$ cat src/hdl/pee_pkg.sv
// shared types, constants and codes of the postfix expression evaluator
// depends on nothing
package pee_pkg;

	localparam int STACK_DEPTH = 32;
	localparam int VALUE_WIDTH = 32;
	localparam int OUT_W       = 32;
	localparam int CNT_W       = $clog2(STACK_DEPTH + 1);
	localparam int AW          = $clog2(STACK_DEPTH);
	localparam int DC_W        = $clog2(VALUE_WIDTH);
	localparam int CQ_DEPTH    = 4;
	localparam int CQ_AW       = $clog2(CQ_DEPTH);

	localparam logic [7:0] CH_PLUS  = 8'h2b;
	localparam logic [7:0] CH_MINUS = 8'h2d;
	localparam logic [7:0] CH_STAR  = 8'h2a;
	localparam logic [7:0] CH_SLASH = 8'h2f;
	localparam logic [7:0] CH_ZERO  = 8'h30;
	localparam logic [7:0] CH_NINE  = 8'h39;
	localparam logic [7:0] CH_SPACE = 8'h20;
	localparam logic [7:0] CH_TAB   = 8'h09;
	localparam logic [7:0] CH_CR    = 8'h0d;

	typedef enum logic [2:0] {
		ST_OK        = 3'd0,
		ST_BAD_TOKEN = 3'd1,
		ST_UNDERFLOW = 3'd2,
		ST_DIV_ZERO  = 3'd3,
		ST_DEPTH     = 3'd4,
		ST_FULL      = 3'd5
	} status_t;

	typedef enum logic [1:0] {
		TK_DIGIT,
		TK_OP,
		TK_BAD
	} tok_kind_t;

	typedef enum logic [2:0] {
		BK_IDLE,
		BK_EXEC,
		BK_DIV,
		BK_DIVEND,
		BK_FIN
	} bk_state_t;

	typedef struct packed {
		logic [7:0] byte_in;
		logic       last_byte;
	} in_item_t;

	typedef struct packed {
		logic signed [OUT_W-1:0] value;
		logic [2:0]              status;
	} out_item_t;

	// one classified token, possibly closing the expression
	typedef struct packed {
		logic       has_tok;
		tok_kind_t  kind;
		logic [7:0] ch;
		logic       last;
	} cmd_t;

	// queue side of the handshake between the two halves
	typedef struct packed {
		logic empty;
		logic full;
	} cq_flags_t;

endpackage

$ cat src/hdl/pee_cmd_fifo.sv
// short command queue between tokenizer and stack engine
// depends on pee_pkg
module pee_cmd_fifo (
	input  logic             clk,
	input  logic             arst_n,
	input  logic             wr,
	input  pee_pkg::cmd_t    wdata,
	input  logic             rd,
	output pee_pkg::cmd_t    rdata,
	output pee_pkg::cq_flags_t flags
);

	pee_pkg::cmd_t                  mem_q [pee_pkg::CQ_DEPTH];
	logic [pee_pkg::CQ_AW-1:0]      wp_q;
	logic [pee_pkg::CQ_AW-1:0]      rp_q;
	logic [pee_pkg::CQ_AW:0]        cnt_q;
	logic                           do_wr;
	logic                           do_rd;

	assign flags.empty = (cnt_q == '0);
	assign flags.full  = (cnt_q == (pee_pkg::CQ_AW+1)'(pee_pkg::CQ_DEPTH));
	assign do_wr = wr && !flags.full;
	assign do_rd = rd && !flags.empty;
	assign rdata = mem_q[rp_q];

	always_ff @(posedge clk) begin
		if (do_wr) begin
			mem_q[wp_q] <= wdata;
		end
	end

	always_ff @(posedge clk or negedge arst_n) begin
		if (!arst_n) begin
			wp_q  <= '0;
			rp_q  <= '0;
			cnt_q <= '0;
		end else begin
			if (do_wr) begin
				wp_q <= wp_q + 1'b1;
			end
			if (do_rd) begin
				rp_q <= rp_q + 1'b1;
			end
			unique case ({do_wr, do_rd})
				2'b10:   cnt_q <= cnt_q + 1'b1;
				2'b01:   cnt_q <= cnt_q - 1'b1;
				default: cnt_q <= cnt_q;
			endcase
		end
	end

endmodule

$ cat src/hdl/pee_front.sv
// tokenizer: collects one-character tokens and classifies them into commands
// depends on pee_pkg
module pee_front (
	input  logic               clk,
	input  logic               arst_n,
	input  logic               push,
	output logic               full,
	input  pee_pkg::in_item_t  item,
	input  pee_pkg::cq_flags_t flags,
	output logic               cq_wr,
	output pee_pkg::cmd_t      cq_data
);

	logic [7:0] pc_q;
	logic       pv_q;
	logic       tl_q;
	logic [7:0] n_pc;
	logic       n_pv;
	logic       n_tl;
	logic [7:0] t_pc;
	logic       t_pv;
	logic       t_tl;
	logic       is_sp;
	logic       acc;

	function automatic pee_pkg::tok_kind_t classify(input logic [7:0] c, input logic longer);
		pee_pkg::tok_kind_t k;
		if (longer) begin
			k = pee_pkg::TK_BAD;
		end else if (c >= pee_pkg::CH_ZERO && c <= pee_pkg::CH_NINE) begin
			k = pee_pkg::TK_DIGIT;
		end else if (c == pee_pkg::CH_PLUS || c == pee_pkg::CH_MINUS ||
			c == pee_pkg::CH_STAR || c == pee_pkg::CH_SLASH) begin
			k = pee_pkg::TK_OP;
		end else begin
			k = pee_pkg::TK_BAD;
		end
		return k;
	endfunction

	assign full  = flags.full;
	assign acc   = push && !flags.full;
	assign is_sp = (item.byte_in == pee_pkg::CH_SPACE) ||
		(item.byte_in >= pee_pkg::CH_TAB && item.byte_in <= pee_pkg::CH_CR);

	always_comb begin
		// token state after this byte, before the end mark
		t_pc = pc_q;
		t_pv = pv_q;
		t_tl = tl_q;
		cq_data = '0;
		if (is_sp) begin
			cq_data.has_tok = pv_q;
			cq_data.kind    = classify(pc_q, tl_q);
			cq_data.ch      = pc_q;
			t_pc = '0;
			t_pv = 1'b0;
			t_tl = 1'b0;
		end else if (pv_q) begin
			t_tl = 1'b1;
		end else begin
			t_pc = item.byte_in;
			t_pv = 1'b1;
		end
		n_pc = t_pc;
		n_pv = t_pv;
		n_tl = t_tl;
		if (item.last_byte) begin
			cq_data.last = 1'b1;
			if (!is_sp) begin
				cq_data.has_tok = t_pv;
				cq_data.kind    = classify(t_pc, t_tl);
				cq_data.ch      = t_pc;
			end
			n_pc = '0;
			n_pv = 1'b0;
			n_tl = 1'b0;
		end
		cq_wr = acc && (cq_data.has_tok || cq_data.last);
	end

	always_ff @(posedge clk or negedge arst_n) begin
		if (!arst_n) begin
			pc_q <= '0;
			pv_q <= 1'b0;
			tl_q <= 1'b0;
		end else if (acc) begin
			pc_q <= n_pc;
			pv_q <= n_pv;
			tl_q <= n_tl;
		end
	end

endmodule

$ cat src/hdl/pee_back.sv
// stack engine: runs commands on the value stack, bit-serial divider, result register
// depends on pee_pkg
module pee_back (
	input  logic                clk,
	input  logic                arst_n,
	input  pee_pkg::cq_flags_t  flags,
	input  pee_pkg::cmd_t       cq_data,
	output logic                cq_rd,
	output logic                empty,
	input  logic                pop,
	output pee_pkg::out_item_t  result
);

	localparam int W = pee_pkg::VALUE_WIDTH;

	pee_pkg::bk_state_t            state_q;
	pee_pkg::bk_state_t            state_d;
	logic [W-1:0]                  stack_q [pee_pkg::STACK_DEPTH];
	logic [W-1:0]                  rdata_q;
	logic [W-1:0]                  tos_q;
	logic [pee_pkg::CNT_W-1:0]     cnt_q;
	pee_pkg::status_t              status_q;
	pee_pkg::cmd_t                 cmd_q;
	logic [W-1:0]                  rem_q;
	logic [W-1:0]                  quo_q;
	logic [W-1:0]                  dvs_q;
	logic                          neg_q;
	logic [pee_pkg::DC_W-1:0]      dc_q;
	logic                          out_valid_q;
	pee_pkg::out_item_t            out_q;

	logic                          take;
	logic                          live;
	logic                          is_full;
	logic                          do_push;
	logic                          op_ok;
	logic                          out_free;
	logic [pee_pkg::AW-1:0]        top_idx;
	logic [pee_pkg::AW-1:0]        rd_idx;
	logic [pee_pkg::CNT_W-1:0]     cnt_m1;
	logic [pee_pkg::CNT_W-1:0]     cnt_m2;
	logic [W-1:0]                  digit;
	logic [W-1:0]                  alu_res;
	logic [W:0]                    trial;
	logic [W:0]                    diff;
	logic [W-1:0]                  mag_l;
	logic [W-1:0]                  mag_r;

	assign empty  = !out_valid_q;
	assign result = out_q;

	assign cnt_m1  = cnt_q - 1'b1;
	assign cnt_m2  = cnt_q - 2'd2;
	assign top_idx = cnt_m1[pee_pkg::AW-1:0];
	assign rd_idx  = cnt_m2[pee_pkg::AW-1:0];
	assign is_full = (cnt_q == pee_pkg::CNT_W'(pee_pkg::STACK_DEPTH));
	assign digit   = W'(cq_data.ch - pee_pkg::CH_ZERO);
	assign out_free = !out_valid_q || pop;

	assign mag_l = rdata_q[W-1] ? (W'(0) - rdata_q) : rdata_q;
	assign mag_r = tos_q[W-1] ? (W'(0) - tos_q) : tos_q;
	assign trial = {rem_q, quo_q[W-1]};
	assign diff  = trial - {1'b0, dvs_q};

	always_comb begin
		unique case (cmd_q.ch)
			pee_pkg::CH_PLUS:  alu_res = rdata_q + tos_q;
			pee_pkg::CH_MINUS: alu_res = rdata_q - tos_q;
			default:           alu_res = W'(rdata_q * tos_q);
		endcase
	end

	// next state
	always_comb begin
		state_d = state_q;
		unique case (state_q)
			pee_pkg::BK_IDLE: begin
				if (!flags.empty) begin
					if (cq_data.has_tok && status_q == pee_pkg::ST_OK &&
						cq_data.kind == pee_pkg::TK_OP && cnt_q >= 2 &&
						!(cq_data.ch == pee_pkg::CH_SLASH && tos_q == '0)) begin
						state_d = pee_pkg::BK_EXEC;
					end else if (cq_data.last) begin
						state_d = pee_pkg::BK_FIN;
					end
				end
			end
			pee_pkg::BK_EXEC: begin
				if (cmd_q.ch == pee_pkg::CH_SLASH) begin
					state_d = pee_pkg::BK_DIV;
				end else if (cmd_q.last) begin
					state_d = pee_pkg::BK_FIN;
				end else begin
					state_d = pee_pkg::BK_IDLE;
				end
			end
			pee_pkg::BK_DIV: begin
				if (dc_q == pee_pkg::DC_W'(W - 1)) begin
					state_d = pee_pkg::BK_DIVEND;
				end
			end
			pee_pkg::BK_DIVEND: begin
				state_d = cmd_q.last ? pee_pkg::BK_FIN : pee_pkg::BK_IDLE;
			end
			pee_pkg::BK_FIN: begin
				if (out_free) begin
					state_d = pee_pkg::BK_IDLE;
				end
			end
			default: state_d = pee_pkg::BK_IDLE;
		endcase
	end

	// control outputs
	always_comb begin
		take    = (state_q == pee_pkg::BK_IDLE) && !flags.empty;
		live    = take && cq_data.has_tok && (status_q == pee_pkg::ST_OK);
		do_push = live && (cq_data.kind == pee_pkg::TK_DIGIT) && !is_full;
		op_ok   = live && (cq_data.kind == pee_pkg::TK_OP) && (state_d == pee_pkg::BK_EXEC);
		cq_rd   = take;
	end

	always_ff @(posedge clk) begin
		rdata_q <= stack_q[rd_idx];
		if (do_push && cnt_q != '0) begin
			stack_q[top_idx] <= tos_q;
		end
	end

	always_ff @(posedge clk) begin
		if (take) begin
			cmd_q <= cq_data;
		end
		if (state_q == pee_pkg::BK_EXEC) begin
			rem_q <= '0;
			quo_q <= mag_l;
			dvs_q <= mag_r;
			neg_q <= rdata_q[W-1] ^ tos_q[W-1];
		end else if (state_q == pee_pkg::BK_DIV) begin
			if (!diff[W]) begin
				rem_q <= diff[W-1:0];
			end else begin
				rem_q <= trial[W-1:0];
			end
			quo_q <= {quo_q[W-2:0], !diff[W]};
		end
	end

	always_ff @(posedge clk or negedge arst_n) begin
		if (!arst_n) begin
			state_q     <= pee_pkg::BK_IDLE;
			cnt_q       <= '0;
			status_q    <= pee_pkg::ST_OK;
			tos_q       <= '0;
			dc_q        <= '0;
			out_valid_q <= 1'b0;
			out_q       <= '0;
		end else begin
			state_q <= state_d;
			// a new result may replace the one popped in the same cycle
			if (state_q == pee_pkg::BK_FIN && out_free) begin
				out_valid_q <= 1'b1;
			end else if (pop && out_valid_q) begin
				out_valid_q <= 1'b0;
			end
			unique case (state_q)
				pee_pkg::BK_IDLE: begin
					dc_q <= '0;
					if (live) begin
						priority if (cq_data.kind == pee_pkg::TK_BAD) begin
							status_q <= pee_pkg::ST_BAD_TOKEN;
						end else if (cq_data.kind == pee_pkg::TK_DIGIT) begin
							if (is_full) begin
								status_q <= pee_pkg::ST_FULL;
							end else begin
								tos_q <= digit;
								cnt_q <= cnt_q + 1'b1;
							end
						end else if (cnt_q < 2) begin
							status_q <= pee_pkg::ST_UNDERFLOW;
						end else if (!op_ok) begin
							status_q <= pee_pkg::ST_DIV_ZERO;
						end
					end
				end
				pee_pkg::BK_EXEC: begin
					if (cmd_q.ch != pee_pkg::CH_SLASH) begin
						tos_q <= alu_res;
						cnt_q <= cnt_m1;
					end
				end
				pee_pkg::BK_DIV: begin
					dc_q <= dc_q + 1'b1;
				end
				pee_pkg::BK_DIVEND: begin
					tos_q <= neg_q ? (W'(0) - quo_q) : quo_q;
					cnt_q <= cnt_m1;
				end
				pee_pkg::BK_FIN: begin
					if (out_free) begin
						if (status_q == pee_pkg::ST_OK && cnt_q == pee_pkg::CNT_W'(1)) begin
							out_q.value  <= pee_pkg::OUT_W'(signed'(tos_q));
							out_q.status <= pee_pkg::ST_OK;
						end else begin
							out_q.value  <= '0;
							out_q.status <= (status_q == pee_pkg::ST_OK) ?
								pee_pkg::ST_DEPTH : status_q;
						end
						cnt_q    <= '0;
						status_q <= pee_pkg::ST_OK;
					end
				end
				default: begin
					cnt_q <= cnt_q;
				end
			endcase
		end
	end

endmodule

$ cat src/hdl/postfix_expression_evaluator.sv
// top level of the postfix expression evaluator: tokenizer, command queue, stack engine
// depends on pee_pkg, pee_front, pee_cmd_fifo, pee_back
//
// bytes of an expression are pushed in one per cycle while full is low; full rises
// only when the four-entry command queue fills. every separator or the marked last
// byte turns a pending token into a command; a token of more than one character is
// classified as bad. the stack engine takes each command in its idle state: a digit
// or a rejected token ends there, + - * go on to an execute state, and / goes on
// through an execute state that loads the divider, a divide state that yields one
// quotient bit per cycle, and a write-back state. a finish state posts the result
// once the output register is free. the stack is a 32 x 32 memory below a top-of-stack
// register, read one entry a cycle; it needs no clearing pass since an entry is only
// read after it was written. one result (value and status) per expression waits in
// an output register until popped; the first error sticks until the end of the
// expression, and after each result the engine is ready for a new expression.
module postfix_expression_evaluator (
	input  logic               clk,
	input  logic               arst_n,
	input  logic               push,
	output logic               full,
	input  pee_pkg::in_item_t  item,
	output logic               empty,
	input  logic               pop,
	output pee_pkg::out_item_t result
);

	// queue between the halves
	pee_pkg::cq_flags_t flags;
	pee_pkg::cmd_t      wr_cmd;
	pee_pkg::cmd_t      rd_cmd;
	logic               cq_wr;
	logic               cq_rd;

	// front half: tokenizing and classification
	pee_front u_front (
		.clk     (clk),
		.arst_n  (arst_n),
		.push    (push),
		.full    (full),
		.item    (item),
		.flags   (flags),
		.cq_wr   (cq_wr),
		.cq_data (wr_cmd)
	);

	pee_cmd_fifo u_cq (
		.clk    (clk),
		.arst_n (arst_n),
		.wr     (cq_wr),
		.wdata  (wr_cmd),
		.rd     (cq_rd),
		.rdata  (rd_cmd),
		.flags  (flags)
	);

	// back half: stack, arithmetic and result
	pee_back u_back (
		.clk     (clk),
		.arst_n  (arst_n),
		.flags   (flags),
		.cq_data (rd_cmd),
		.cq_rd   (cq_rd),
		.empty   (empty),
		.pop     (pop),
		.result  (result)
	);

endmodule

$ cat config.mk
export PLATFORM = sky130hd
export DESIGN_NAME = postfix_expression_evaluator
export DESIGN_NICKNAME = d
export VERILOG_FILES = /design/src/hdl/pee_pkg.sv /design/src/hdl/pee_cmd_fifo.sv /design/src/hdl/pee_front.sv /design/src/hdl/pee_back.sv /design/src/hdl/postfix_expression_evaluator.sv
export SDC_FILE = /design/constraint.sdc
export NUM_CORES = 2
export LEC_CHECK = 0
export BUFFER_PORTS_ARGS = -buffer_cell sky130_fd_sc_hd__buf_2
export CORE_MARGIN = 1
export CORE_UTILIZATION = 50
export DETAILED_ROUTE_END_ITERATION = 12
export GPL_TIMING_DRIVEN = 0
export PLACE_DENSITY = 0.68
export REMOVE_ABC_BUFFERS = 1
export SYNTH_ARGS = -nofsm -noshare
export SYNTH_HDL_FRONTEND = slang
export SYNTH_SLANG_ARGS = --single-unit
$ cat constraint.sdc
create_clock -name clk -period 7.6 [get_ports clk]
set_clock_uncertainty 0.2 [all_clocks]
set_input_delay 0.38 -clock clk [delete_from_list [all_inputs] [get_ports clk]]
set_output_delay 0.38 -clock clk [all_outputs]
set_load 0.05 [all_outputs]
Word level (Yosys, flattened, before mapping). Memories as Yosys holds them, arrays and structs flattened. A register that Yosys moved wholly into a read port is not among the register bits. Index checks and enable logic that the tools add are counted.

Register bits after elaboration: 208. Bits in writable memories: 1072. Input port bits: 13. Logic and storage cells: 201. Memories kept: 2.

Add/subtract/negate cells: 15. $mul: 1. $lt $le $gt $ge: 8. Equal/unequal tests: 35. Mux-type cells: 63. Bitwise operators: 1. Reductions and logical operators: 55.

Memories: u_back.stack_q (words 32, bits a word 32, rd ports 1, clocked after memory_dff 1, write ports 1, RTL line pee_back.sv:18) `logic [W-1:0] stack_q [pee_pkg::STACK_DEPTH];`; u_cq.mem_q (words 4, bits a word 12, rd ports 1, clocked after memory_dff 0, write ports 1, RTL line pee_cmd_fifo.sv:13) `pee_pkg::cmd_t mem_q [pee_pkg::CQ_DEPTH];`.

Operators with widths (number): 2-to-1 mux 32 bit (10); equality test 8 x 6 -> 1 bit (second input constant) (13); one-hot mux 32 bit (3 select lines) (1); subtractor 1 x 32 -> 32 bit (first input constant) (3); one-hot mux 32 bit (2 select lines) (1); 2-to-1 mux 3 bit (15); 2-to-1 mux 6 bit (6); 2-to-1 mux 35 bit (1); subtractor 33 x 32 -> 33 bit (1); adder 32 bit (1); zero test 32 bit (1); multiplier 32 x 32 -> 32 bit (1); subtractor 32 bit (1); 2-to-1 mux 31 bit (1); 2-to-1 mux 8 bit (3); one-hot mux 6 bit (4 select lines) (1); logical AND 1 bit (23); 2-to-1 mux 11 bit (2); >= comparator 8 x 6 -> 1 bit (second input constant) (2); less-or-equal comparator 8 x 6 -> 1 bit (second input constant) (2); one-hot mux 3 bit (5 select lines) (1); 2-to-1 mux 12 bit (1); 2-to-1 mux 2 bit (6); one-hot mux 3 bit (2 select lines) (2); 40 further kinds (79).

Depth between registers and ports, before layout.
Word-level depth: 18. Mapped depth: 28. Depth with buffers taken out: 26.

By module. A second synthesis with hierarchy kept.

Cells, all modules: 5103. Area total of the unflattened synthesis: 72341.9 um^2.

Modules (own cells, without submodules): pee_back (times used 1, cells each 4900, area each 69227.6 um^2, seq. area each 36379.9 um^2); pee_cmd_fifo (times used 1, cells each 100, area each 2188.3 um^2, seq. area each 1616.6 um^2); pee_front (times used 1, cells each 103, area each 925.9 um^2, seq. area each 250.2 um^2).

Least setup slack after synthesis. Ideal clock, no wire load.

Kind: register -> register. From: reg u_back.tos_q[6]. To: reg u_back.tos_q[31]. Library setup time: 0.126 ns. Arrival time: 7.235 ns. Setup slack: 0.039 ns. Stages on the path, launching flop included: 27. Path buffers: 2. Path through: dfrtp_1 clkbuf_1 clkbuf_1 and2_1 fa_1 fa_1 fa_1 inv_1 fa_1 inv_1 fa_1 inv_1 fa_1 inv_1 fa_1 fa_1 ha_1 o21ai_0 o21ai_0 a21oi_1 nand4_1 nand4_1 a31oi_1 o211ai_1 and3_1 nor3_1 o32a_1.

Longest elaborated chain between the ends: 4. Elaborated cells between the ends (all ways): 6.

RTL lines: start, declared (RTL line pee_back.sv:20) `logic [W-1:0] tos_q;`; start signal, assigned (RTL line pee_back.sv:176) `tos_q <= digit;`; start signal, assigned (RTL line pee_back.sv:188) `tos_q <= alu_res;`; start signal, assigned (RTL line pee_back.sv:196) `tos_q <= neg_q ? (W'(0) - quo_q) : quo_q;`; multiplier 32 x 32 -> 32 bit (tied with other cells) (RTL line pee_back.sv:69) `default: alu_res = W'(rdata_q * tos_q);`; one-hot mux 32 bit (2 select lines) (*) (RTL line pee_back.sv:66) `unique case (cmd_q.ch)`; 2-to-1 mux 32 bit (*) (RTL line pee_back.sv:187) `if (cmd_q.ch != pee_pkg::CH_SLASH) begin`; one-hot mux 32 bit (3 select lines) (*) (RTL line pee_back.sv:166) `unique case (state_q)`.

Every way passes the cells marked *; elsewhere a longest branch is shown, timed or not. The select of a mux whose other input is x is not followed. A chain may end at the register's enable or synchronous reset.

Worst setup path after layout.
From: reg u_back.tos_q[13]. To: reg u_back.tos_q[30].

Same word-level chain as after synthesis.

==> results.txt <==
----------------------------------------------------
[Placed design]
  Number of input and output port buffers inserted ... 49
  RePlAce Congestion ... 0.895
  Placed insts ... ~6900
  Detailed placement HPWL ... 125000 um

[Die]
  Height of the die ... 381 um
  Placeable Area ... 142000 sq um
  Die area ... 145000 sq um
  Initial standard-cell utilization of the core ... between 50% and 60%
  Die width ... 381 um
  Io pins ... 50
  Rows ... 138

[Finish]
  Area Growth Syn to Fin ... 13.4%
  Register cell area after layout ... 38400 sq um
  Share of the core filled with cells in the final layout ... 57.3%
  Fraction of final layout cells with drive strength greater than 1 ... 17.8%
  Non-filler instance count after layout ... roughly 7200
  Nets ... 5800
  Highest-count cells in the layout ignoring fill and taps ... sky130_fd_sc_hd__edfxtp_1, sky130_fd_sc_hd__inv_1, sky130_fd_sc_hd__nand2_1
  Area of combinational cells with multiple inputs ... between 30000 and 40000 sq um
  Fill cell count ... 11000
  Most frequent standard cell in the layout excluding fill and tap cells ... sky130_fd_sc_hd__edfxtp_1

[Timing]
  Count of final setup violators ... 0
  Max-slew violation count ... 0
  Final-layout setup total negative slack ... 0 ns
  Hold Fails Final Rpt ... 3
  Final critical path time including I/O delays and setup ... 7.50 ns
  Crit share post-route ... between 90% and 100%
  Tightest Pin Transition ... 1.37 ns
  Headroom to the max-slew limit ... 8.45%
  Max frequency ... 0.133 GHz
  Unrepaired setup endpoints after global routing ... yes
  Hold Worst Slack ... -0.0141 ns

[Yosys]
  Count of different cell masters after synthesis ... 77
  Cell area after technology mapping ... roughly 72000 sq um
  Asr flop ratio synth ... 7.77%
  Post-synthesis cell count ... 5085
  Post-synthesis sequential area ratio ... 53.2%
  Average cell area after synthesis ... 14.1 sq um
  Post-synthesis compound-gate area fraction ... roughly 5.6%
  Dominant combinational cell family by area after synthesis ... adder cells
  Multiplexer share of the synthesized area ... 11.3%
  Synthesized-area fraction occupied by adder cells ... approximately 15%
  EDFF count, synth ... 1146
  Top FF cell, synth ... sky130_fd_sc_hd__edfxtp_1
  Count of synthesis-stage warnings from yosys ... 0
  FF+latch count, synth ... approximately 1300
  Parity-gate share of the synthesized area counting xor and xnor cells ... around 3.1%
  Post-synthesis share of cell area spent on and, or, nand and nor gates ... 7.90%

[CTS]
  Depth of the CTS H-tree ... 4
  Clock insertion delay at the later pin of the skew report ... 0.80 ns
  TritonCTS Sinks ... about 1300
  CTS tree ... done
  CTS root buf ... sky130_fd_sc_hd__clkbuf_16
  Inserted Clock Buffers ... 133
  CTS clock-pin slew for the worst setup and hold paths ... 0.07 ns
  Buffer depth of the longest clock path ... 3

[Setup path]
  Type of the worst setup path ... register to register
  Kind of start point of the critical path ... register
  Data arrival time of the critical path ... 7.99 ns
  Required time at the endpoint of the critical path ... 8.09 ns
  Highest net fanout along the worst path ... 46
  FF-to-FF path depth ... 22
  Critical path endpoint category ... register

[GRT]
  Maximum number of pins on one net before global-route repair ... 89
  Wire length of the first global-routing pass ... 288000 um
  Via count of the first global-routing pass ... around 45000
  Routing layer with the top usage in global route ... met2
  Initial antenna violation count ... 5
  Global Route met1 Usage ... 35.7%
  Routing usage on met2 ... a little over two fifths
  Global-route track usage on met3 ... slightly below 6%
  GRT Util Overall ... 27.0%
  Global route total overflow ... 0

[Drt]
  Final wirelength ... 196000 um
  Final ANT Viol Nets ... 0
  Vias per cell ... 6.10
  DR WL/cell ... around 27 um
  TritonRoute pass-1 iters ... 7
  Drt drc ... 0
  Via count ... 43800
  Violation count after the first detailed-routing iteration ... 4773

[Job]
  Number of maximum-capacitance constraint violations ... 0

[Status]
  Outcome ... finished with violations
  Violated checks ... negative hold slack

[Min path]
  Kind of path behind the tightest hold check ... input pin to asynchronous set/reset pin

----------------------------------------------------
==> worst max-delay path, stage by stage (launching register included) <==
cell and delay (ns):
sky130_fd_sc_hd__dfrtp_4 0.61, sky130_fd_sc_hd__buf_12 0.22, sky130_fd_sc_hd__and2_1 0.22, sky130_fd_sc_hd__fa_1 0.49, sky130_fd_sc_hd__inv_1 0.05, sky130_fd_sc_hd__fa_1 0.46, sky130_fd_sc_hd__fa_1 0.56, sky130_fd_sc_hd__inv_1 0.07
sky130_fd_sc_hd__fa_1 0.43, sky130_fd_sc_hd__fa_1 0.47, sky130_fd_sc_hd__fa_1 0.55, sky130_fd_sc_hd__fa_1 0.46, sky130_fd_sc_hd__fa_1 0.53, sky130_fd_sc_hd__ha_2 0.31, sky130_fd_sc_hd__a21o_1 0.21, sky130_fd_sc_hd__a211oi_2 0.22
sky130_fd_sc_hd__nand2b_1 0.12, sky130_fd_sc_hd__a311oi_4 0.38, sky130_fd_sc_hd__o31ai_4 0.14, sky130_fd_sc_hd__a21oi_2 0.16, sky130_fd_sc_hd__mux2i_1 0.20, sky130_fd_sc_hd__nand2_1 0.07, sky130_fd_sc_hd__a31oi_1 0.19
==> sequential cells by signal (all words and copies together), names as in the netlist <==
register            cells
u_front.pc_q            8
u_back.rdata_q         32
u_back.stack_q       1024
u_back.rem_q           32
u_front.pv_q            1
u_back.cnt_q            6
u_cq.rp_q               2
u_back.out_valid_q      1
u_back.result          35
u_cq.cnt_q              3
u_front.tl_q            1
u_back.neg_q            1
u_back.cmd_q            9
u_cq.mem_q             48
u_cq.wp_q               2
u_back.state_q          3
u_back.dc_q             5
u_back.status_q         3
u_back.tos_q           32
u_back.dvs_q           32
u_back.quo_q           32
==> cells in the mapped netlist (111+ instances only) <==
library cell,count,area share [%]
sky130_fd_sc_hd__o21ai_0,189,1.3
sky130_fd_sc_hd__inv_1,454,2.4
sky130_fd_sc_hd__nor2_1,154,0.80
sky130_fd_sc_hd__and2_1,320,2.8
sky130_fd_sc_hd__fa_1,411,11
sky130_fd_sc_hd__clkbuf_1,259,1.4
sky130_fd_sc_hd__ha_1,208,3.6
sky130_fd_sc_hd__a21oi_1,139,0.97
sky130_fd_sc_hd__nand2_1,448,2.3
sky130_fd_sc_hd__mux4_2,332,10
sky130_fd_sc_hd__xnor2_1,144,1.8
sky130_fd_sc_hd__xor2_1,111,1.4
sky130_fd_sc_hd__edfxtp_1,1146,48
==> logic make-up (layout without fill, tap and decap cells) <==
kind of cell	Yosys count	count (layout)
buffers and inverters	742	932
XOR/XNOR	255	255
multiplexers	389	389
AO/OA/AOI/OAI	620	620
other	0	5
flip-flops	1312	1312
AND/OR/NAND/NOR	1148	1148
adder cells (fa/ha/maj)	619	619
==> stage by stage <==
stage,hold slack (ns),setup slack [ns],area (sq um)
2_1_floorplan,-0.116,-7.18,70800
3_3_place_gp,0.263,-16.30,73400
3_5_place_dp,0.0291,-0.616,76100
4_1_cts,0.0242,0.00220,80900
5_1_grt,0.0265,-0.119,81500
6_report,-0.0141,0.103,81500
==> cell type report <==
cell class / count / share of cell area (%)
Timing Repair Buffer: 235 / 4.17
Tap cell: 1890 / 2.90
Clock inverter: 63 / 0.774
Inverter: 455 / 2.10
Sequential cell: 1312 / 47.1
Multi-Input combinational cell: 3031 / 38.4
Clock buffer: 179 / 4.48
Antenna cell: 5 / 0.0154
==> layer usage <==
| layer | routed length (um) | vias to the layer above |
|---|---|---|
| li1 | - | 18500 |
| met1 | 75700 | 22700 |
| met2 | 92400 | 2123 |
| met3 | 18000 | 440 |
| met4 | 9980 | 2 |
| met5 | 13 | - |
==> final timing paths <==
check,from,to,slack [ns]
setup / recovery,u_back.tos_q[13],u_back.tos_q[30],0.10
hold / removal,arst_n,u_back.tos_q[6],-0.01
setup reg to reg,u_back.tos_q[13],u_back.tos_q[30],0.10
hold reg to reg,u_back.dc_q[4],u_back.dc_q[4],0.27
max in group asynchronous,arst_n,u_back.tos_q[17],5.95
min in group clk,item[6],u_front.pc_q[5],0.24
==> timing repair <==
item                                   in CTS  in global routing
resized for setup                          36                 48
gates cloned                                1                  5
endpoints found under the hold margin     154                  0
buffers inserted                           21                 30
hold buffers                               14                  0
setup endpoints to repair                  11                  8
pin swaps                                   3                 48
Power is not shown: default switching activity piles up to over one toggle a cycle in this logic, so the estimate is an artifact.
